[src/rtl/afpm_pkg.sv]
// Shared types and constants of the affine forward pixel mapper.
// Payload structs, configuration register file layout and register indexes.
// No dependencies.
package afpm_pkg;

	localparam int CFG_INDEX_W = 3;
	localparam int CFG_DATA_W  = 50;
	localparam int ADDR_W      = 34;
	localparam int STRIDE_W    = 18;
	localparam int HEIGHT_LSB  = 16;
	localparam int STRIDE_LSB  = 32;

	localparam logic [7:0]         ALPHA_OPAQUE = 8'hFF;
	localparam logic signed [31:0] INT32_MAX    = 32'sh7FFF_FFFF;
	localparam logic signed [31:0] INT32_MIN    = 32'sh8000_0000;

	typedef enum logic [CFG_INDEX_W-1:0] {
		REG_COEF_XX       = 3'd0,
		REG_COEF_XY       = 3'd1,
		REG_SHIFT_X       = 3'd2,
		REG_COEF_YX       = 3'd3,
		REG_COEF_YY       = 3'd4,
		REG_SHIFT_Y       = 3'd5,
		REG_SOURCE_SIZE   = 3'd6,
		REG_DEST_GEOMETRY = 3'd7
	} afpm_reg_t;

	typedef struct packed {
		logic [7:0] red_in;
		logic [7:0] green_in;
		logic [7:0] blue_in;
	} afpm_src_t;

	typedef struct packed {
		logic [ADDR_W-1:0] dest_address;
		logic [7:0]        red_out;
		logic [7:0]        green_out;
		logic [7:0]        blue_out;
		logic [7:0]        alpha_out;
		logic              frame_last;
	} afpm_dst_t;

	// What the front end learns about a pixel besides its position.
	typedef struct packed {
		afpm_src_t pix;
		logic      first;
		logic      last;
	} afpm_tag_t;

	typedef struct packed {
		logic signed [31:0] coef_xx;
		logic signed [31:0] coef_xy;
		logic signed [31:0] shift_x;
		logic signed [31:0] coef_yx;
		logic signed [31:0] coef_yy;
		logic signed [31:0] shift_y;
		logic [31:0]        source_size;
		logic [49:0]        dest_geometry;
	} afpm_cfg_t;

	localparam afpm_cfg_t CFG_RESET = '{
		coef_xx:       32'sd65536,
		coef_xy:       32'sd0,
		shift_x:       32'sd0,
		coef_yx:       32'sd0,
		coef_yy:       32'sd65536,
		shift_y:       32'sd0,
		source_size:   32'd0,
		dest_geometry: 50'd0
	};

endpackage

[src/rtl/afpm_back.sv]
// Back end of the affine forward pixel mapper: a sequencer around one pair of
// multipliers that centres the frame, maps, clamps and forms the byte address.
// Depends on afpm_pkg.
module afpm_back #(
	parameter int COORD_BITS = 16,
	parameter int FRAC_BITS  = 16
) (
	input  logic                  clk,
	input  logic                  arst_n,
	input  logic                  q_empty,
	output logic                  q_rd,
	input  logic [COORD_BITS-1:0] col,
	input  logic [COORD_BITS-1:0] row,
	input  afpm_pkg::afpm_tag_t   tag,
	input  afpm_pkg::afpm_cfg_t   cfg,
	input  logic                  pop,
	output logic                  empty,
	output afpm_pkg::afpm_dst_t   dest
);
	import afpm_pkg::*;

	localparam int PROD_W = 33 + COORD_BITS;
	localparam int SUM_W  = PROD_W + 3;
	localparam logic signed [SUM_W-1:0] ONE_W  = SUM_W'(1) << FRAC_BITS;
	localparam logic signed [SUM_W-1:0] BIAS_W = (ONE_W <<< 1) - SUM_W'(1);

	typedef enum logic [3:0] {
		ST_IDLE,
		ST_C_MUL,
		ST_C_SUM,
		ST_C_DIV,
		ST_C_SAT,
		ST_M_MUL,
		ST_M_SUM,
		ST_M_CLP,
		ST_A_MUL,
		ST_A_SUM
	} state_t;

	state_t                   state_q;
	logic                     axis_q;
	logic [COORD_BITS-1:0]    col_q;
	logic [COORD_BITS-1:0]    row_q;
	afpm_tag_t                tag_q;
	logic signed [PROD_W-1:0] prod0_q;
	logic signed [PROD_W-1:0] prod1_q;
	logic signed [SUM_W-1:0]  sum_q;
	logic signed [31:0]       cs_x_q;
	logic signed [31:0]       cs_y_q;
	logic [COORD_BITS-1:0]    x_q;
	logic [COORD_BITS-1:0]    y_q;
	logic                     out_valid_q;
	afpm_dst_t                out_q;

	logic signed [31:0]       coef_a;
	logic signed [31:0]       coef_b;
	logic signed [31:0]       shift_sel;
	logic signed [31:0]       cs_sel;
	logic [COORD_BITS-1:0]    dsize;
	logic [COORD_BITS-1:0]    src_w;
	logic [COORD_BITS-1:0]    src_h;
	logic [STRIDE_W-1:0]      stride;
	logic signed [31:0]       mul_a0;
	logic signed [31:0]       mul_a1;
	logic [COORD_BITS-1:0]    mul_b0;
	logic [COORD_BITS-1:0]    mul_b1;
	logic signed [PROD_W-1:0] prod0_d;
	logic signed [PROD_W-1:0] prod1_d;
	logic signed [SUM_W-1:0]  p0_w;
	logic signed [SUM_W-1:0]  p1_w;
	logic signed [SUM_W-1:0]  sh_w;
	logic signed [SUM_W-1:0]  cs_w;
	logic signed [SUM_W-1:0]  dsz_w;
	logic signed [SUM_W-1:0]  n_d;
	logic signed [SUM_W-1:0]  n_bias;
	logic signed [SUM_W-1:0]  t_d;
	logic signed [SUM_W:0]    r_d;
	logic signed [31:0]       r_sat;
	logic signed [SUM_W-1:0]  v_d;
	logic signed [SUM_W-1:0]  top_w;
	logic [COORD_BITS-1:0]    coord_d;
	logic                     out_load;
	logic [ADDR_W-1:0]        addr_d;

	always_comb begin
		coef_a    = axis_q ? cfg.coef_yx : cfg.coef_xx;
		coef_b    = axis_q ? cfg.coef_yy : cfg.coef_xy;
		shift_sel = axis_q ? cfg.shift_y : cfg.shift_x;
		cs_sel    = axis_q ? cs_y_q : cs_x_q;
		dsize     = axis_q ? cfg.dest_geometry[HEIGHT_LSB +: COORD_BITS]
		                   : cfg.dest_geometry[COORD_BITS-1:0];
		src_w     = cfg.source_size[COORD_BITS-1:0];
		src_h     = cfg.source_size[HEIGHT_LSB +: COORD_BITS];
		stride    = cfg.dest_geometry[STRIDE_LSB +: STRIDE_W];

		// Operand selection for the shared multiplier pair.
		mul_a0 = coef_a;
		mul_a1 = coef_b;
		mul_b0 = col_q;
		mul_b1 = row_q;
		if (state_q == ST_C_MUL) begin
			mul_b0 = src_w;
			mul_b1 = src_h;
		end else if (state_q == ST_A_MUL) begin
			mul_a0 = $signed(32'(stride));
			mul_b0 = y_q;
		end
		prod0_d = mul_a0 * $signed({1'b0, mul_b0});
		prod1_d = mul_a1 * $signed({1'b0, mul_b1});

		p0_w  = {{(SUM_W-PROD_W){prod0_q[PROD_W-1]}}, prod0_q};
		p1_w  = {{(SUM_W-PROD_W){prod1_q[PROD_W-1]}}, prod1_q};
		sh_w  = {{(SUM_W-32){shift_sel[31]}}, shift_sel};
		cs_w  = {{(SUM_W-32){cs_sel[31]}}, cs_sel};
		dsz_w = $signed(SUM_W'(dsize) << FRAC_BITS);

		// Centring numerator in units of half a destination pixel step.
		n_d = dsz_w - (p0_w + p1_w + (sh_w <<< 1)) + ONE_W;

		// Division by two pixel steps, rounding toward zero, scaled back up.
		n_bias = sum_q + (sum_q[SUM_W-1] ? BIAS_W : '0);
		t_d    = (n_bias >>> (FRAC_BITS + 1)) <<< FRAC_BITS;

		// Centred translation, saturated to the 32-bit signed range.
		r_d = {sum_q[SUM_W-1], sum_q} + {{(SUM_W+1-32){shift_sel[31]}}, shift_sel};
		if ((&r_d[SUM_W:31]) || !(|r_d[SUM_W:31])) begin
			r_sat = r_d[31:0];
		end else begin
			r_sat = r_d[SUM_W] ? INT32_MIN : INT32_MAX;
		end

		// Mapping and clamp to the destination.
		v_d   = p0_w + p1_w + cs_w;
		top_w = (dsize == '0) ? '0
		                      : $signed(SUM_W'(dsize - COORD_BITS'(1)) << FRAC_BITS);
		if (sum_q[SUM_W-1]) begin
			coord_d = '0;
		end else if (sum_q > top_w) begin
			coord_d = top_w[FRAC_BITS +: COORD_BITS];
		end else begin
			coord_d = sum_q[FRAC_BITS +: COORD_BITS];
		end

		addr_d   = prod0_q[ADDR_W-1:0] + ADDR_W'({x_q, 2'b00});
		out_load = (state_q == ST_A_SUM) && (!out_valid_q || pop);
		q_rd     = (state_q == ST_IDLE) && !q_empty;
		empty    = !out_valid_q;
		dest     = out_q;
	end

	always_ff @(posedge clk or negedge arst_n) begin
		if (!arst_n) begin
			state_q     <= ST_IDLE;
			axis_q      <= 1'b0;
			out_valid_q <= 1'b0;
			cs_x_q      <= '0;
			cs_y_q      <= '0;
		end else begin
			if (out_load) begin
				out_valid_q <= 1'b1;
			end else if (pop) begin
				out_valid_q <= 1'b0;
			end

			unique case (state_q)
				ST_IDLE: begin
					if (q_rd) begin
						col_q   <= col;
						row_q   <= row;
						tag_q   <= tag;
						axis_q  <= 1'b0;
						state_q <= tag.first ? ST_C_MUL : ST_M_MUL;
					end
				end
				ST_C_MUL: begin
					prod0_q <= prod0_d;
					prod1_q <= prod1_d;
					state_q <= ST_C_SUM;
				end
				ST_C_SUM: begin
					sum_q   <= n_d;
					state_q <= ST_C_DIV;
				end
				ST_C_DIV: begin
					sum_q   <= t_d;
					state_q <= ST_C_SAT;
				end
				ST_C_SAT: begin
					if (!axis_q) begin
						cs_x_q  <= r_sat;
						axis_q  <= 1'b1;
						state_q <= ST_C_MUL;
					end else begin
						cs_y_q  <= r_sat;
						axis_q  <= 1'b0;
						state_q <= ST_M_MUL;
					end
				end
				ST_M_MUL: begin
					prod0_q <= prod0_d;
					prod1_q <= prod1_d;
					state_q <= ST_M_SUM;
				end
				ST_M_SUM: begin
					sum_q   <= v_d;
					state_q <= ST_M_CLP;
				end
				ST_M_CLP: begin
					if (!axis_q) begin
						x_q     <= coord_d;
						axis_q  <= 1'b1;
						state_q <= ST_M_MUL;
					end else begin
						y_q     <= coord_d;
						axis_q  <= 1'b0;
						state_q <= ST_A_MUL;
					end
				end
				ST_A_MUL: begin
					prod0_q <= prod0_d;
					state_q <= ST_A_SUM;
				end
				ST_A_SUM: begin
					if (out_load) begin
						out_q.dest_address <= addr_d;
						out_q.red_out      <= tag_q.pix.red_in;
						out_q.green_out    <= tag_q.pix.green_in;
						out_q.blue_out     <= tag_q.pix.blue_in;
						out_q.alpha_out    <= ALPHA_OPAQUE;
						out_q.frame_last   <= tag_q.last;
						state_q            <= ST_IDLE;
					end
				end
				default: begin
					state_q <= ST_IDLE;
				end
			endcase
		end
	end

endmodule

[config.mk]
export PLATFORM = sky130hd
export DESIGN_NAME = afpm_back
export DESIGN_NICKNAME = d
export VERILOG_FILES = /design/src/rtl/afpm_pkg.sv /design/src/rtl/afpm_back.sv
export SDC_FILE = /design/constraint.sdc
export NUM_CORES = 2
export LEC_CHECK = 0
export ABC_AREA = 0
export ABC_CLOCK_PERIOD_IN_PS = 19300
export BUFFER_PORTS_ARGS = -buffer_cell sky130_fd_sc_hd__buf_2
export CORE_UTILIZATION = 30
export DETAILED_ROUTE_END_ITERATION = 8
export SYNTH_ARGS = -nofsm -noshare
export SYNTH_HDL_FRONTEND = slang
export SYNTH_SLANG_ARGS = --single-unit
[constraint.sdc]
create_clock -name clk -period 19.3 [get_ports clk]
set_input_delay 3.86 -clock clk [delete_from_list [all_inputs] [get_ports clk]]
set_output_delay 3.86 -clock clk [all_outputs]
set_load 0.03 [all_outputs]
# After elaboration in Yosys (flattened, before gate mapping)
# Cells that the tools add are included.
[word_totals]
ff_bits = 368
word_cells = 101
output_inout_bits = 69
[classes]
magnitude_cmp = 1
mul = 2
reduce_logical = 28
muxes = 28
eq_ne = 11
bitwise_logic = 1
add_sub_neg = 9
[ops]
columns = ["op", "count"]
rows = [
  ["32-bit two-way mux", 8],
  ["52-bit one-hot mux with 3 select lines", 1],
  ["32-bit by 17-bit multiplier with 49-bit output", 2],
  ["16-bit two-way mux", 6],
  ["52-bit by 32-bit adder with 53-bit output", 1],
  ["52-bit by 17-bit adder with 52-bit output", 1],
  ["52-bit by 18-bit adder with 52-bit output, second input constant", 1],
  ["52-bit > comparator", 1],
  ["52-bit two-way mux", 1],
  ["33-bit by 52-bit subtractor with 52-bit output", 1],
  ["50-bit by 32-bit adder with 51-bit output", 1],
  ["50-bit by 33-bit adder with 51-bit output", 1],
  ["49-bit by 49-bit adder with 50-bit output", 1],
  ["4-bit one-hot mux with 10 select lines", 1],
  ["34-bit by 18-bit adder with 34-bit output", 1],
  ["22-bit AND reduction", 1],
  ["22-bit OR reduction", 1],
  ["17-bit two-way mux", 1],
  ["16-bit by 1-bit subtractor with 17-bit output, second input constant", 1],
  ["4-bit by 3-bit equality test with 1-bit output, second input constant", 4],
  ["16-bit logical NOT", 1],
  ["2-bit AND reduction", 7],
  ["4-bit two-way mux", 3],
  ["3-bit AND reduction", 4],
  ["other kinds (16)", 29],
]

# Longest topological paths before layout
[depth]
depth_word = 6
depth_mapped = 36

# Worst setup path before layout
# Ideal clock, no wire load.
[synth_path]
kind = "input to register"
start = "input port cfg[74] (netlist name)"
end = "register prod1_q[45], data pin"
stages = 28
required_time_ns = 19.042
setup_slack_ns = 8.948
arrival_time_ns = 10.094
setup_ns = 0.258
path_buffers = 1
cell_sequence = "nand2_1 -> nand2_1 -> clkbuf_1 -> nand2_1 -> fa_1 -> inv_1 -> fa_1 -> inv_1 -> fa_1 -> inv_1 -> fa_1 -> fa_1 -> inv_1 -> fa_1 -> inv_1 -> ha_1 -> nand3_1 -> nor2_1 -> and2_1 -> a221oi_1 -> o21ai_0 -> o41ai_1 -> o31ai_1 -> a31oi_1 -> o31ai_1 -> a21o_1 -> a21oi_1 -> xnor2_1"
[synth_between]
elab_chain_cells = 2
[synth_rtl]
columns = ["item", "line", "rtl"]
rows = [
  ["start: declaration", "afpm_back.sv:15", "input afpm_pkg::afpm_cfg_t cfg,"],
  ["16-bit two-way mux", "afpm_back.sv:101", "if (state_q == ST_C_MUL) begin"],
  ["32-bit by 17-bit multiplier with 49-bit output", "afpm_back.sv:109", "prod1_d = mul_a1 * $signed({1'b0, mul_b1});"],
  ["via prod1_d[45]", "afpm_back.sv:68", "logic signed [PROD_W-1:0] prod1_d;"],
  ["end signal: assignment", "afpm_back.sv:177", "prod1_q <= prod1_d;"],
  ["end signal: assignment", "afpm_back.sv:201", "prod1_q <= prod1_d;"],
  ["end: declaration", "afpm_back.sv:46", "logic signed [PROD_W-1:0] prod1_q;"],
]
# The timed path passes the listed nets, and every way through them passes these cells.
# A chain may end at the register's enable or synchronous reset.

# Worst setup path in the final report
[layout_path]
start = "input port cfg[149] (netlist name)"
end = "register prod0_q[45], data pin"
[layout_between]
elab_chain_cells = 4
[layout_rtl]
columns = ["item", "line", "rtl"]
rows = [
  ["32-bit two-way mux (*)", "afpm_back.sv:86", "coef_a = axis_q ? cfg.coef_yx : cfg.coef_xx;"],
  ["32-bit two-way mux", "afpm_back.sv:104", "end else if (state_q == ST_A_MUL) begin"],
  ["32-bit two-way mux (*)", "afpm_back.sv:101", ""],
  ["32-bit by 17-bit multiplier with 49-bit output (*)", "afpm_back.sv:108", "prod0_d = mul_a0 * $signed({1'b0, mul_b0});"],
  ["via prod0_d[45]", "afpm_back.sv:67", "logic signed [PROD_W-1:0] prod0_d;"],
  ["end signal: assignment", "afpm_back.sv:176", "prod0_q <= prod0_d;"],
  ["end signal: assignment", "afpm_back.sv:200", "prod0_q <= prod0_d;"],
  ["end signal: assignment", "afpm_back.sv:220", "prod0_q <= prod0_d;"],
  ["end: declaration", "afpm_back.sv:45", "logic signed [PROD_W-1:0] prod0_q;"],
]
# The timed path passes the listed nets; every way through them passes the cells marked *.

==> results.json <==
{
  "crit_slowest_cell": "mux2i_1",
  "io_buffer_count": 396,
  "synth_ff_type": "edfxtp_1",
  "synth_most_common_cell": "inv_1",
  "critPathMaxFanout": 8,
  "clk_latency_ns": 0.72,
  "grt_pass1_vias": 57476,
  "pin_count": 405,
  "core_area_sq_um": 222700,
  "drtIter0Drc": 3897,
  "antenna_found_initial": 21,
  "hold_buffers": 0,
  "die_area_sq_um": 226500,
  "synthesis.area_sq_um": 67370,
  "routedWlPerCell_microns": 21.17,
  "fin_crit_ns": 11.24,
  "fp-row-count": 173,
  "hold_viol_final": 0,
  "synth_seq_area_share": 0.1588,
  "gr-total-overflow": 0,
  "die_y_microns": 475.9,
  "grt_util_all_layers": 0.2046,
  "fmax_mhz": 88.99,
  "yosysWarnings": 0,
  "synthArstFlopShare": 0.1902,
  "cp_common_cell": "fa_1",
  "cts_setup_buffers": 0,
  "synth_edf_count": 298,
  "yosysUniqueCellTypes": 101,
  "cts.sinks": 368,
  "postSynthCellCount": 7689,
  "tns_ns": 0,
  "cts_buffers": 54,
  "cts.htree.levels": 2,
  "grt_max_degree": 77,
  "area_delta_synth_final_pct": 10.98,
  "worst_pin_slew_ns": 1.361,
  "drc": 0,
  "finalMaxSlewViolations": 0,
  "cts_resized": 0,
  "yosysTopAreaCell": "fa_1",
  "synth_top_cells_by_count": "1326 x inv_1, 1149 x nand2_1, 983 x fa_1",
  "vias": 56160,
  "rsz0062_at_grt": "no",
  "grt_pass1_wl_mm": 350.3,
  "clk_pin_slew_ns": 0.07,
  "setup_viol": 0,
  "cts_tree": "yes",
  "synth_top_area_frac": 0.2921,
  "skew_ns": 0.05675,
  "dr.pass1.iters": 7,
  "cp.required_ns": 19.77,
  "drtAntennaViolNets": 0,
  "fin_crit_sh": 0.5822,
  "wirelength_mm": 232.7,
  "die_w_microns": 475.9,
  "worst-r2r-setup-slack_ns": 9.41,
  "drive_gt1_frac": 0.09713,
  "avgSynthCellArea_sq_um": 8.761,
  "drv_cap": 0,
  "cts_buffer_depth": 3,
  "synthTopCellsByArea": "fa_1 29%, edfxtp_1 13%, ha_1 10%",
  "cts_root_buffer": "clkbuf_16",
  "startpoint_type": "input pin",
  "start_util": 0.3024,
  "status": "completed",
  "ys_seq_elements": 368,
  "hold_class": "reg2reg",
  "crit_type": "in2reg",
  "via_per_inst": 5.109,
  "cp_slowest_stage_delay_ns": 0.82,
  "gp_congestion": 0.9501,
  "relSlewSlack": 0.09055,
  "dp_hpwl_mm": 193.7,
  "nets": 9826,
  "critPathCaptureType": "flip-flop",
  "cp.arrival_ns": 11.70
}
==> routing by layer <==
metal	GRT usage	vias to the layer above	wire length, microns
li1	-	25569	-
met1	0.2662	28282	98900
met2	0.3356	1910	107000
met3	0.03353	383	16040
met4	0.08472	16	10690
met5	0	-	102
==> registers in the layout (all words and copies together), names as in the netlist <==
signal / cells
dest: 59
sum_q: 52
prod0_q: 49
prod1_q: 49
cs_x_q: 32
cs_y_q: 32
tag_q: 25
col_q: 16
row_q: 16
x_q: 16
y_q: 16
state_q: 4
axis_q: 1
out_valid_q: 1
==> final timing paths <==
check,from,to,cells after the start
max in group asynchronous,arst_n,cs_x_q[31],2
hold reg to reg,tag_q[20],dest[27],0
hold / removal,tag_q[20],dest[27],0
min in group asynchronous,arst_n,cs_y_q[3],1
setup reg to reg,prod1_q[0],sum_q[49],30
setup / recovery,cfg[149],prod0_q[45],26
==> logic make-up (layout without fill, tap and decap cells) <==
| kind of cell | after synthesis | after routing | share of synthesized area |
|---|---|---|---|
| buffers and inverters | 1601 | 1915 | 0.09034 |
| multiplexers | 195 | 195 | 0.03102 |
| AO/OA/AOI/OAI | 1277 | 1277 | 0.1253 |
| XOR/XNOR | 375 | 375 | 0.04875 |
| adder cells (fa/ha/maj) | 1523 | 1523 | 0.3924 |
| AND/OR/NAND/NOR | 2349 | 2349 | 0.1533 |
| flip-flops | 368 | 368 | 0.1588 |
| other | 1 | 16 | 0.00005567 |
==> through the flow <==
| stage | setup WS [ns] | utilization | cell area [sq um] | hold slack (ns) | std cells |
|---|---|---|---|---|---|
| after CTS | 8.163 | 0.3356 | 74740 | 0.4170 | 10985 |
| after detailed placement | 7.384 | 0.3271 | 72850 | 0.4045 | 10886 |
| after global placement | 7.491 | 0.3270 | 72830 | 0.4002 | 10885 |
| after global routing | 7.744 | 0.3356 | 74750 | 0.4194 | 10989 |
| final | 8.063 | 0.3357 | 74760 | 0.4139 | 10993 |
| after floorplan | 8.948 | - | 67390 | 0.4003 | 7696 |
==> worst max-delay path: cells and delay by family <==
kind	cells	cell delay (ns)
buffers and inverters	5	0.30
adder cells (fa/ha/maj)	7	3.34
AND/OR/NAND/NOR	7	1.31
AO/OA/AOI/OAI	5	1.99
multiplexers	1	0.82
XOR/XNOR	1	0.07
==> placed cells by master, fill, tap and decap left out, types with 19 or more instances in the layout <==
cell and count:
or2_2 20, nand4_1 75, mux2i_1 81, inv_1 1326, o22ai_1 21, o21a_1 71, o21bai_1 66, nor4_1 22
o211ai_1 81, ha_1 540, xnor2_1 261, and2_1 55, nand2b_1 72, edfxtp_1 298, a211oi_1 32, nor2_1 568
a31oi_1 36, dfrtp_1 69, nand3_1 112, nor3_1 71, a22oi_1 19, clkbuf_16 54, fa_1 983, or3_1 24
o21ai_1 23, and3_1 46, a21o_1 192, xor2_1 114, buf_4 94, nor2b_1 62, a21oi_1 333, nand2_1 1148
mux2_2 108, buf_2 395, o21ai_0 203
==> layout make-up <==
class	instances	area, sq um
Clock inverter	34	450.4
Multi-Input combinational cell	5727	50750
Fill cell	23176	148000
Tap cell	2975	3722
Clock buffer	65	1443
Sequential cell	368	10700
Timing Repair Buffer	490	2694
Inverter	1326	4977
Antenna cell	8	20.02
Power is not shown: default switching activity piles up to over one toggle a cycle in this logic, so the estimate is an artifact.
