==> src/rtl/afpm_pkg.sv <==
// Shared types and constants of the affine forward pixel mapper.
// Payload structs, configuration register file layout and register indexes.
// No dependencies.
package afpm_pkg;

	localparam int CFG_INDEX_W = 3;
	localparam int CFG_DATA_W  = 50;
	localparam int ADDR_W      = 34;
	localparam int STRIDE_W    = 18;
	localparam int HEIGHT_LSB  = 16;
	localparam int STRIDE_LSB  = 32;

	localparam logic [7:0]         ALPHA_OPAQUE = 8'hFF;
	localparam logic signed [31:0] INT32_MAX    = 32'sh7FFF_FFFF;
	localparam logic signed [31:0] INT32_MIN    = 32'sh8000_0000;

	typedef enum logic [CFG_INDEX_W-1:0] {
		REG_COEF_XX       = 3'd0,
		REG_COEF_XY       = 3'd1,
		REG_SHIFT_X       = 3'd2,
		REG_COEF_YX       = 3'd3,
		REG_COEF_YY       = 3'd4,
		REG_SHIFT_Y       = 3'd5,
		REG_SOURCE_SIZE   = 3'd6,
		REG_DEST_GEOMETRY = 3'd7
	} afpm_reg_t;

	typedef struct packed {
		logic [7:0] red_in;
		logic [7:0] green_in;
		logic [7:0] blue_in;
	} afpm_src_t;

	typedef struct packed {
		logic [ADDR_W-1:0] dest_address;
		logic [7:0]        red_out;
		logic [7:0]        green_out;
		logic [7:0]        blue_out;
		logic [7:0]        alpha_out;
		logic              frame_last;
	} afpm_dst_t;

	// What the front end learns about a pixel besides its position.
	typedef struct packed {
		afpm_src_t pix;
		logic      first;
		logic      last;
	} afpm_tag_t;

	typedef struct packed {
		logic signed [31:0] coef_xx;
		logic signed [31:0] coef_xy;
		logic signed [31:0] shift_x;
		logic signed [31:0] coef_yx;
		logic signed [31:0] coef_yy;
		logic signed [31:0] shift_y;
		logic [31:0]        source_size;
		logic [49:0]        dest_geometry;
	} afpm_cfg_t;

	localparam afpm_cfg_t CFG_RESET = '{
		coef_xx:       32'sd65536,
		coef_xy:       32'sd0,
		shift_x:       32'sd0,
		coef_yx:       32'sd0,
		coef_yy:       32'sd65536,
		shift_y:       32'sd0,
		source_size:   32'd0,
		dest_geometry: 50'd0
	};

endpackage

==> src/rtl/afpm_front.sv <==
// Front end of the affine forward pixel mapper: accepts source pixels,
// tracks the raster position and marks first and last pixels of a frame.
// Depends on afpm_pkg.
module afpm_front #(
	parameter int COORD_BITS = 16
) (
	input  logic                   clk,
	input  logic                   arst_n,
	input  logic                   push,
	input  logic                   q_full,
	input  afpm_pkg::afpm_src_t    source,
	input  logic [31:0]            source_size,
	output logic                   q_wr,
	output logic [COORD_BITS-1:0]  col,
	output logic [COORD_BITS-1:0]  row,
	output afpm_pkg::afpm_tag_t    tag
);
	import afpm_pkg::*;

	logic [COORD_BITS-1:0] col_q;
	logic [COORD_BITS-1:0] row_q;
	logic [COORD_BITS-1:0] src_w;
	logic [COORD_BITS-1:0] src_h;
	logic [COORD_BITS-1:0] w_lim;
	logic [COORD_BITS-1:0] h_lim;
	logic [COORD_BITS:0]   col_inc;
	logic [COORD_BITS:0]   row_inc;
	logic                  row_end;
	logic                  frame_end;

	always_comb begin
		src_w     = source_size[COORD_BITS-1:0];
		src_h     = source_size[HEIGHT_LSB +: COORD_BITS];
		// A zero size behaves as a size of one.
		w_lim     = (src_w == '0) ? COORD_BITS'(1) : src_w;
		h_lim     = (src_h == '0) ? COORD_BITS'(1) : src_h;
		col_inc   = (COORD_BITS+1)'(col_q) + (COORD_BITS+1)'(1);
		row_inc   = (COORD_BITS+1)'(row_q) + (COORD_BITS+1)'(1);
		row_end   = (col_inc >= (COORD_BITS+1)'(w_lim));
		frame_end = row_end && (row_inc >= (COORD_BITS+1)'(h_lim));
		q_wr      = push && !q_full;
		col       = col_q;
		row       = row_q;
		tag.pix   = source;
		tag.first = (col_q == '0) && (row_q == '0);
		tag.last  = frame_end;
	end

	always_ff @(posedge clk or negedge arst_n) begin
		if (!arst_n) begin
			col_q <= '0;
			row_q <= '0;
		end else if (q_wr) begin
			if (row_end) begin
				col_q <= '0;
				row_q <= frame_end ? '0 : row_inc[COORD_BITS-1:0];
			end else begin
				col_q <= col_inc[COORD_BITS-1:0];
			end
		end
	end

endmodule

==> config.mk <==
export PLATFORM = sky130hd
export DESIGN_NAME = afpm_front
export DESIGN_NICKNAME = d
export VERILOG_FILES = /design/src/rtl/afpm_pkg.sv /design/src/rtl/afpm_front.sv
export SDC_FILE = /design/constraint.sdc
export NUM_CORES = 1
export LEC_CHECK = 0
export BUFFER_PORTS_ARGS = -buffer_cell sky130_fd_sc_hd__buf_4
export CORE_MARGIN = 1.5
export CORE_UTILIZATION = 50
export DETAILED_ROUTE_END_ITERATION = 6
export MAX_ROUTING_LAYER = met4
export PLACE_DENSITY = 0.78
export SYNTH_ARGS = -nofsm -noshare
export SYNTH_HDL_FRONTEND = slang
export SYNTH_SLANG_ARGS = --single-unit
==> constraint.sdc <==
create_clock -name clk -period 8.37 [get_ports clk]
set_clock_uncertainty 0.2 [all_clocks]
set_input_delay 1.2555 -clock clk [delete_from_list [all_inputs] [get_ports clk]]
set_output_delay 1.2555 -clock clk [all_outputs]
set_load 0.01 [all_outputs]
# --- After elaboration in Yosys (flattened, before gate mapping) ---
# Index checks and enable logic that the tools add are counted.
totals:
  wordCells: 19
  in_bits: 60
  register_bits: 32
op_classes:
  add_sub_neg: 2
  reduce_logical: 9
  order_cmp: 2
  muxes: 4
ops:
  columns: ["op", "n"]
  rows:
  - ["zero test 16 bit", 4]
  - ["two-way mux 16 bit", 4]
  - ["adder 16 x 1 -> 17 bit (second input constant)", 2]
  - [">= comparator 17 x 16 -> 1 bit", 2]
  - ["logical AND 1 bit", 3]
  - ["AND reduction 2 bit", 1]
  - ["zero test 1 bit", 1]

# --- Logic depth before layout (Yosys ltp) ---
# Gate-level depths: netlist (run 1).
logic_depth:
  ltp_word: 5
  mapped_depth: 14
  mapped_depth_nobuf: 13

# --- Worst setup path before layout (run 1) ---
# No wires, ideal clock.
synth_path:
  kind: "register to output"
  startpoint: "register col_q[2] (netlist: col[2])"
  endpoint: "output port tag[0] (netlist bit)"
  required_ns: 6.915
  stages_incl_launch_ff: 14
  path_buffers: 3
  path_slack_ns: 3.696
  arrival_ns: 3.218
  cell_sequence: "dfrtp_1 clkbuf_2 nand3_1 nor3_1 nand4_1 xnor2_1 ha_1 and3_1 nand2_1 a2bb2oi_1 o311ai_4 buf_2 and2_1 buf_4"
synth_via:
  elab_chain_cells: 3
synth_lines:
  columns: ["item", "line", "text"]
  rows:
  - ["start: declaration", "afpm_front.sv:20", "logic [COORD_BITS-1:0] col_q;"]
  - ["start signal: assignment", "afpm_front.sv:58", "col_q <= col_inc[COORD_BITS-1:0];"]
  - ["adder 16 x 1 -> 17 bit", "afpm_front.sv:37", "col_inc = (COORD_BITS+1)'(col_q) + (COORD_BITS+1)'(1);"]
  - [">= comparator 17 x 16 -> 1 bit", "afpm_front.sv:39", "row_end = (col_inc >= (COORD_BITS+1)'(w_lim));"]
  - ["logical AND 1 bit", "afpm_front.sv:40", "frame_end = row_end && (row_inc >= (COORD_BITS+1)'(h_lim));"]
  - ["end: declaration", "afpm_front.sv:16", "output afpm_pkg::afpm_tag_t tag"]
# No other way between the ends.

==> results of run 1 <==
## critical path: stages, from the launching register on
cell	delay, ps
dfrtp_1	510
nand3_1	290
nor3_1	590
nand4_1	300
xnor2_1	200
ha_1	350
and3_1	210
nand2_1	160
a2bb2oi_1	380
o311ai_4	330
and2_1	240
buf_4	140
## cells in the final DEF (no fill, tap or decap), drive strengths merged, types with 9 or more instances in the layout
cell type  netlist  layout
nand4            9       9
nand3           16      16
xor2            14      14
inv             36      36
xnor2           14      14
nor4            15      15
buf             39      70
o21ai           17      17
nand2           30      30
nor2            27      27
a22o            21      21
a21oi           10      10
nor3             9       9
dfrtp           32      32
ha              36      36
## routing by layer
metal / track usage (%) / vias up / wire length, um
met1: 32.7 / 1349 / 3550
met3: 3.56 / 16 / 463
met5: - / - / 0
li1: - / 1405 / -
met4: 6.56 / 0 / 140
met2: 35.5 / 86 / 3590
## layout make-up
type,count,area [um2]
Fill cell,569,2670
Multi-Input combinational cell,269,2030
Sequential cell,32,801
Timing Repair Buffer,70,526
Inverter,37,139
Tap cell,77,96.3
Clock buffer,8,90.1
## worst max-delay path by stage
| stage | start | end | slack [ps] | cells after the start |
|---|---|---|---|---|
| 3_3_place_gp | col[2] | tag[0] | 3400 | 11 |
| 5_1_grt | col[2] | tag[0] | 2710 | 11 |
| 6_report | col[2] | tag[0] | 2930 | 11 |
| 3_5_place_dp | col[2] | tag[0] | 3280 | 11 |
| 4_1_cts | col[2] | tag[0] | 2970 | 11 |
| 2_1_floorplan | col[2] | tag[0] | 3700 | 13 |
## stage by stage
| step | hold slack [ps] | util [%] |
|---|---|---|
| floorplan | 402 | - |
| global placement | 389 | 56.6 |
| detailed placement | 404 | 56.6 |
| CTS | 423 | 58.0 |
| global route | 451 | 58.0 |
| finish | 423 | 58.0 |
## power by group through the flow
stage	Clock [W]	Sequential, W	Combinational [W]
2_1_floorplan	0	0.000179	0.0000878
3_3_place_gp	0	0.000186	0.000113
3_5_place_dp	0	0.000186	0.000116
4_1_cts	0.000125	0.000183	0.000117
5_1_grt	0.000134	0.000186	0.000128
6_report	0.000124	0.000184	0.000115
## registers in the layout, indices dropped and copies added, names as in the netlist
name and flops:
row 16, col 16
## cell families (layout without fill, tap and decap cells)
logic type | count (synthesis) | count (layout) | synth area share [%]
fa+ha+maj | 36 | 36 | 13.7
xor+xnor | 28 | 28 | 7.48
flops | 32 | 32 | 24.4
mux | 2 | 2 | 0.686
compound gates | 74 | 74 | 18.0
simple gates | 129 | 129 | 21.9
buf+inv | 80 | 115 | 13.7
==> reports/metrics.cfg, run 1 <==
[synth]
syn-instance-count=381
post_synth.cell_area_avg_um2=8.61
top_cell_types_by_occurrence_after_synthesis=ha_1, inv_1, dfrtp_1
syn-cell-area_um2=3280
top_cell_type_s_share_of_synthesized_area_pct=24.4
yosysTopAreaCell=dfrtp_1
async_flop_share_pct=100
synth.distinct_cells=55
synth_warnings=0
synth_edf_count=0
synth-main-ff-cell=dfrtp_1
synth-seq-area-share_pct=24.4
ys_top_cells_by_area=dfrtp_1, ha_1, buf_4
yosys_register_bits=32
syn_nets=477

[place]
detailed_place_hpwl_um=6080
dp.cells=485
placement.setup.worst_slack_ps=3280
numPortBuffers=70
routability_congestion=0.884
post_dp_cell_area_um2=3590

[sta]
final-setup-viol-count=0
fmax_ghz=0.184
worst_pin_slew_ps=763
maxSlewViolCount=0
min_period_ps=5440
rsz0062_at_grt=no
post-route-worst-setup-slack_ps=2930
fin_tns_setup_ps=0
max_slew_headroom_at_the_worst_pin_pct=49.0
final-hold-violation-count=0
layout_worst_path_cycle_share_pct=65.0

[worst_setup_path]
reg2reg_depth=10
critPathMaxFanout=18
reg2reg_slack_ps=3980
worstReg2RegStart=col[2]
category_of_the_worst_setup_path_launch_point=flop
timing.setup.critical_path_class=reg -> out
timing.critical_path.required_ps=6910
cp_data_arrival_time_ps=3980
r2r-end=row[15]
end_kind=output pin

[worst_hold_path]
worstHoldPathType=reg -> reg
holdPathStages=1
worstHoldStart=row[1]
hold_end=row[1]

[pwr]
combPwrFrac_pct=27.3
swShare_pct=32.3
power_density_nw_per_um2=115
power_frac_seq_pct=43.5
cellLeakagePower_nw=1.96
peak_supply_drop_uv=113
post-layout-total-power_w=0.000423
clockPowerShare_pct=29.3
cell_internal_pwr_w=0.000286
switchingPower_w=0.000137

[final_layout]
post_layout_nonfiller_instances=493
insertedDiodeCount=0
nNetsFinal=511
post_route_cells_drive_above_1_share_pct=23.6
layout-area-overhead-vs-synth_pct=12.2
final_area_um2=3680

[global_routing]
global_route_total_usage_across_every_layer_pct=23.4
grt_start_max_net_pins=33
grt_antenna_before_repair=0
grt_remaining_overflow=0
grt_pass1_vias=2754
grt_first_pass_wirelength_um=13100

[floorplan]
floorplan.die_area_um2=7060
floorplan.io_pins=119
die_width_um=84
die_y_um=84
core_area_um2=6350
rows=29
initial_cell_density_of_the_core_pct=51.7

[route]
drt-pass1-iter-count=4
route.antenna.remaining_nets=0
drtIter0Drc=207
avgViaCountPerCell=5.79
post-route-drc-count=0
wl_um=7740
post_drt_wl_per_cell_um=15.7
via_total_after_detailed_routing=2856

[cts]
worst_skew_pair.late_latency_ps=280
path_clk_slew_ps=70
cts_sinks=32
clock_path_buffers=2
clk_root_buffer_cell=clkbuf_8
post_cts_resize_count=0
cts_hold_buffers=0
ctsHtreeMaxLevel=2
cts-buffers-inserted=5
post-cts-setup-buffers=0
tritoncts=yes

[outcome]
run_status=finished clean

[job]
max-cap-violations=0

(Power assumes the default switching activity.)
==> inputs of run 2 (changes only) <==
- ABC_AREA: default -> 1
- CORE_UTILIZATION: 50 -> 46
- PLACE_DENSITY: 0.78 -> 0.75
- clock period: 8.37 -> 4.5 ns (I/O delays scaled with it)
==> run 2 against run 1 <==
  * Sequential power grew 100%
  * Synthesized cell count grew 24%
  * Critical path depth up 1
  * First-iteration DRC count fell by 6.8%
  * Clock-buffer cell count decreased by 3
  * Total power grew to 2.5 times the previous value
  * Via count up 10%
  * Combinational power grew to 3.6 times the previous value
  * Sequential share of layout area is 0.80 points lower
  * Core utilization shrank 2.3 points
  * Largest cell class unchanged
==> reports/metrics.cfg, run 2 <==
[outcome]
run_status=finished clean

[worst_setup_path]
crit_path_cell_trace=nand3_1, nor3_1, nand3_1, xor2_1, ha_1, inv_1, nor2_1, nand3_1, nor2_2, o21ai_0, inv_1, buf_4
timing.critical_path.required_ps=3620
timing.setup.critical_path_class=reg -> out
cp_data_arrival_time_ps=2890
timing.critical_path.max_delay_family=simple AND/OR/NAND/NOR gates
end_kind=output pin
critPathMaxFanout=7
critPathSlowestCell=dfrtp_1
cp.buffers_inverters=3
category_of_the_worst_setup_path_launch_point=flop
critPathMostFrequentCell=nand3_1
crit_path_max_incr_delay_ps=460

[route]
drt-pass1-iter-count=4
route.antenna.remaining_nets=0
wl_um=8500
avgViaCountPerCell=5.12
drtIter0Drc=193
post-route-drc-count=0
post_drt_wl_per_cell_um=13.8
via_total_after_detailed_routing=3142

[global_routing]
grt_remaining_overflow=0
global_route_total_usage_across_every_layer_pct=24.3
grt_antenna_before_repair=0
grt_pass1_vias=3139
grt_start_max_net_pins=36
grt_first_pass_wirelength_um=14200

[sta]
rsz0062_at_grt=no
final-hold-violation-count=0
final-setup-viol-count=0
min_period_ps=3770
layout_worst_path_cycle_share_pct=83.7
fmax_ghz=0.266
worst_pin_slew_ps=474
fin_tns_setup_ps=0
maxSlewViolCount=0
max_slew_headroom_at_the_worst_pin_pct=68.0

[synth]
synth.distinct_cells=32
top_cell_type_s_share_of_synthesized_area_pct=24.3
top_cell_types_by_occurrence_after_synthesis=nand2_1, inv_1, nor2_1
yosysTopAreaCell=dfrtp_1
yosys_register_bits=32
synth-main-ff-cell=dfrtp_1
syn-instance-count=471
syn-cell-area_um2=3290
post_synth.cell_area_avg_um2=6.99
synthMostInstantiatedCell=nand2_1
synth_warnings=0
syn_nets=567
async_flop_share_pct=100
synth-seq-area-share_pct=24.3
synth_edf_count=0
ys_top_cells_by_area=dfrtp_1, ha_1, nand2_1

[final_layout]
post_route_cells_drive_above_1_share_pct=19.3
layout_common_cells=nand2_1, inv_1, buf_4, nor2_1, ha_1
post_layout_nonfiller_instances=614
total_area_of_multi_input_combinational_cells_um2=1960
insertedDiodeCount=0
layout.cells.most_common=nand2_1
layout-area-overhead-vs-synth_pct=16.0
layout.area.seq_um2=801
nNetsFinal=613
fin_util_pct=55.6
final_area_um2=3820
fillCellCount=667

[worst_hold_path]
worstHoldPathType=in -> async

[cts]
ctsHtreeMaxLevel=2
cts_hold_buffers=0
clk_root_buffer_cell=clkbuf_8
path_clk_slew_ps=80
tritoncts=yes
worst_skew_pair.late_latency_ps=290
post_cts_resize_count=0
cts_sinks=32
post-cts-setup-buffers=0
cts-buffers-inserted=5
clock_path_buffers=2

[place]
numPortBuffers=70
routability_congestion=0.952
post_dp_cell_area_um2=3710
dp.cells=606
detailed_place_hpwl_um=6680

[floorplan]
rows=30
core_area_um2=6870
die_width_um=87.6
floorplan.io_pins=119
die_y_um=87.6
floorplan.die_area_um2=7680
initial_cell_density_of_the_core_pct=47.9

[job]
max-cap-violations=0

[pwr]
cellLeakagePower_nw=2.10
peak_supply_drop_uv=157
post-layout-total-power_w=0.00107
power_density_nw_per_um2=281

## run 2: metal layers
metal  wire length [um]  up-vias  share of wire, %  track usage, %
met5                  0        -                 0               -
met4                164        0               1.9            7.94
met3                370       15               4.4            3.11
met2               4210       95                50            42.0
met1               3750     1452                44            29.4
li1                   -     1580                 -               -
## run 2: cells by family after synthesis
kind of cell | count (synthesis) | synth area share, %
XOR/XNOR | 27 | 7.18
flip-flops | 32 | 24.3
AND/OR/NAND/NOR | 230 | 32.7
buffers and inverters | 110 | 16.2
AO/OA/AOI/OAI | 36 | 5.97
adder cells (fa/ha/maj) | 36 | 13.7
## run 2: area by class of cell
| class | instances | share of cell area, % |
|---|---|---|
| clock buffers | 5 | 1.80 |
| clock inverters | 3 | 1.11 |
| inverters | 77 | 7.56 |
| multi-input cells | 329 | 51.3 |
| flip-flops and latches | 32 | 21.0 |
| well taps | 96 | 3.14 |
| repair buffers | 72 | 14.1 |
## run 2: stage by stage
stage                     hold slack, ps  setup WS [ps]
after floorplan                      179           1170
after global placement               331           1050
after detailed placement             336           1070
after CTS                            126            731
after global routing                 138            302
final                                115            734
## run 2: worst paths after layout
| check | from | endpoint | slack (ps) | cells past startpoint |
|---|---|---|---|---|
| min in group clk | row[13] | row[13] | 350 | 2 |
| min reg2reg | row[13] | row[13] | 350 | 2 |
| min | arst_n | col[2] | 110 | 1 |
| max reg2reg | col[0] | row[14] | 1170 | 17 |
| max in group asynchronous | arst_n | col[10] | 3680 | 1 |
| max | row[2] | tag[0] | 730 | 12 |
## run 2: where the power goes
group	total [W]	switching (W)	internal [W]	leakage (nW)
combinational	0.000418	0.000240	0.000177	1.61
sequential	0.000374	0.0000525	0.000322	0.435
clock	0.000282	0.000118	0.000164	0.0541
total	0.00107	0.000411	0.000663	2.10
==> inputs of run 3 (changes only) <==
- CORE_UTILIZATION: 46 -> 50
- PLACE_DENSITY: 0.75 -> 0.77
- clock period: 4.5 -> 3.6 ns (I/O delays scaled with it)
==> run 3 against run 2 <==
  * The flow now finishes with violations (negative hold slack)
  * Wire length grew 0.22%
  * Register-to-register slack lost 770 ps
  * Critical path depth grew 4
  * Global-route usage grew 0.066 points
  * Critical path type unchanged
  * Largest power group unchanged
  * Worst setup slack lost 590 ps
  * Sequential power grew 28%
  * Highest routed layer unchanged
==> reports/metrics.cfg, run 3 (same netlist as run 2, synthesis figures left out) <==
[worst_setup_path]
startpoint=col[1]
reg2reg_slack_ps=400
timing.critical_path.required_ps=2860
category_of_the_worst_setup_path_launch_point=flop
worstReg2RegStart=col[1]
timing.setup.critical_path_class=reg -> out
critPathMaxFanout=4
cp_data_arrival_time_ps=2720
end_kind=output pin

[sta]
final.hold.worst_slack_ps=-7.92
layout_worst_path_cycle_share_pct=96.1
worst_pin_slew_ps=420
final-setup-viol-count=0
max_slew_headroom_at_the_worst_pin_pct=72.0
min_period_ps=3460
fmax_ghz=0.289
final-hold-violation-count=10
maxSlewViolCount=0

[final_layout]
nNetsFinal=616
fin_util_pct=61.6
post_route_cells_drive_above_1_share_pct=24.0
layout.area.seq_um2=807
layout_common_cells=nand2_1, buf_4, inv_1, ha_1, nor2_1
layout.cells.most_common=nand2_1
layout-area-overhead-vs-synth_pct=18.7
fillCellCount=585
total_area_of_multi_input_combinational_cells_um2=2060
final_area_um2=3910
insertedDiodeCount=0

[global_routing]
global_route_total_usage_across_every_layer_pct=24.4
grt_first_pass_wirelength_um=13800
grt_remaining_overflow=0
grt_util_met2_pct=41.2
grt_antenna_before_repair=0
global_route.peak_usage_layer=met2
grt_start_max_net_pins=35
grt_pass1_vias=3149
met1_usage_pct=30.8
met3_usage_pct=2.26

[floorplan]
die_y_um=84.2
floorplan.die_area_um2=7080
core_area_um2=6350
initial_cell_density_of_the_core_pct=51.9
rows=29
die_width_um=84.2
floorplan.io_pins=119

[cts]
cts_sinks=32
cts-buffers-inserted=5
clk_root_buffer_cell=clkbuf_8
clock_path_buffers=2
path_clk_slew_ps=70
tritoncts=yes
worst_skew_pair.late_latency_ps=280
ctsHtreeMaxLevel=2

[outcome]
violations_in_the_final_reports=negative hold slack
run_status=finished, violations left

[route]
post_drt_wl_per_cell_um=14.3
wl_um=8520
avgViaCountPerCell=5.39
post-route-drc-count=0
route.antenna.remaining_nets=0
via_total_after_detailed_routing=3215
drtIter0Drc=254
drt-pass1-iter-count=5

[pwr]
cellLeakagePower_nw=2.12
peak_supply_drop_uv=232
post-layout-total-power_w=0.00134
power_density_nw_per_um2=342

[job]
max-cap-violations=0

[place]
routability_congestion=1.04
numPortBuffers=70
detailed_place_hpwl_um=6540
post_dp_cell_area_um2=3690

[worst_hold_path]
worstHoldPathType=in -> async

## run 3: cell count changes in the layout (fill, tap and decap cells not counted), moves of 3 or more
cell | before | now
nor2_1 | 38 | 31
nand3_1 | 20 | 16
buf_4 | 72 | 75
nor2_2 | 5 | 12
dfrtp_1 | 32 | 27
nand3_2 | 1 | 5
dfrtp_2 | 0 | 5
## run 3: area by class of cell
| class | instances | area share, % |
|---|---|---|
| clock buffer | 7 | 2.46 |
| inverter | 77 | 7.39 |
| multi-input combinational | 329 | 52.6 |
| sequential | 32 | 20.6 |
| tap | 77 | 2.46 |
| timing repair buffer | 75 | 14.4 |
## run 3: worst paths after layout
path                                end  cells after the start
worst max-delay path             tag[0]                     16
worst max register to register   row[2]                     17
max in group asynchronous        row[7]                      1
worst min-delay path             row[1]                      1
min in group clk                row[14]                      2
worst min register to register  row[14]                      2
## run 3: per-layer routing
layer | wire (um) | part of all wire (%) | up-vias
li1 | - | - | 1579
met1 | 3620 | 43 | 1488
met2 | 4250 | 50 | 126
met3 | 473 | 5.6 | 22
met4 | 172 | 2.0 | 0
met5 | 0 | 0 | -
## run 3: worst max-delay path, cell delays in order, from the launching register on
cell     delay (ps)
dfrtp_1         400
ha_1            200
nand2_1          90
nor2_4          170
nand3_2         110
nor2_2          200
xor2_2          120
ha_4            300
nand2_1          50
nor2_1          120
nand2_1          80
o21ai_1         160
nand2_1         110
nand3_4         110
o21ai_2          60
inv_1            60
buf_4           110
## run 3: repair_timing
item / in CTS / in global routing
resized for setup: 5 / 22
hold buffers: 0 / 0
setup endpoints to repair: 1 / 1
pin swaps: 0 / 4
buffers inserted: 0 / 2
## run 3: stage by stage
stage | setup TNS (ps) | worst slack, ps | instances
after global routing | -12.5 | -12.5 | 597
final | 0 | 140 | 597
after CTS | 0 | 5.47 | 595
after detailed placement | 0 | 223 | 588
after global placement | 0 | 260 | 588
after floorplan | 0 | 405 | 471
## run 3: report_power, final
part           switching, W  internal, W  total (W)
Combinational      0.000317     0.000243   0.000560
Sequential        0.0000711     0.000406   0.000477
Clock              0.000130     0.000170   0.000300
Total              0.000518     0.000819    0.00134
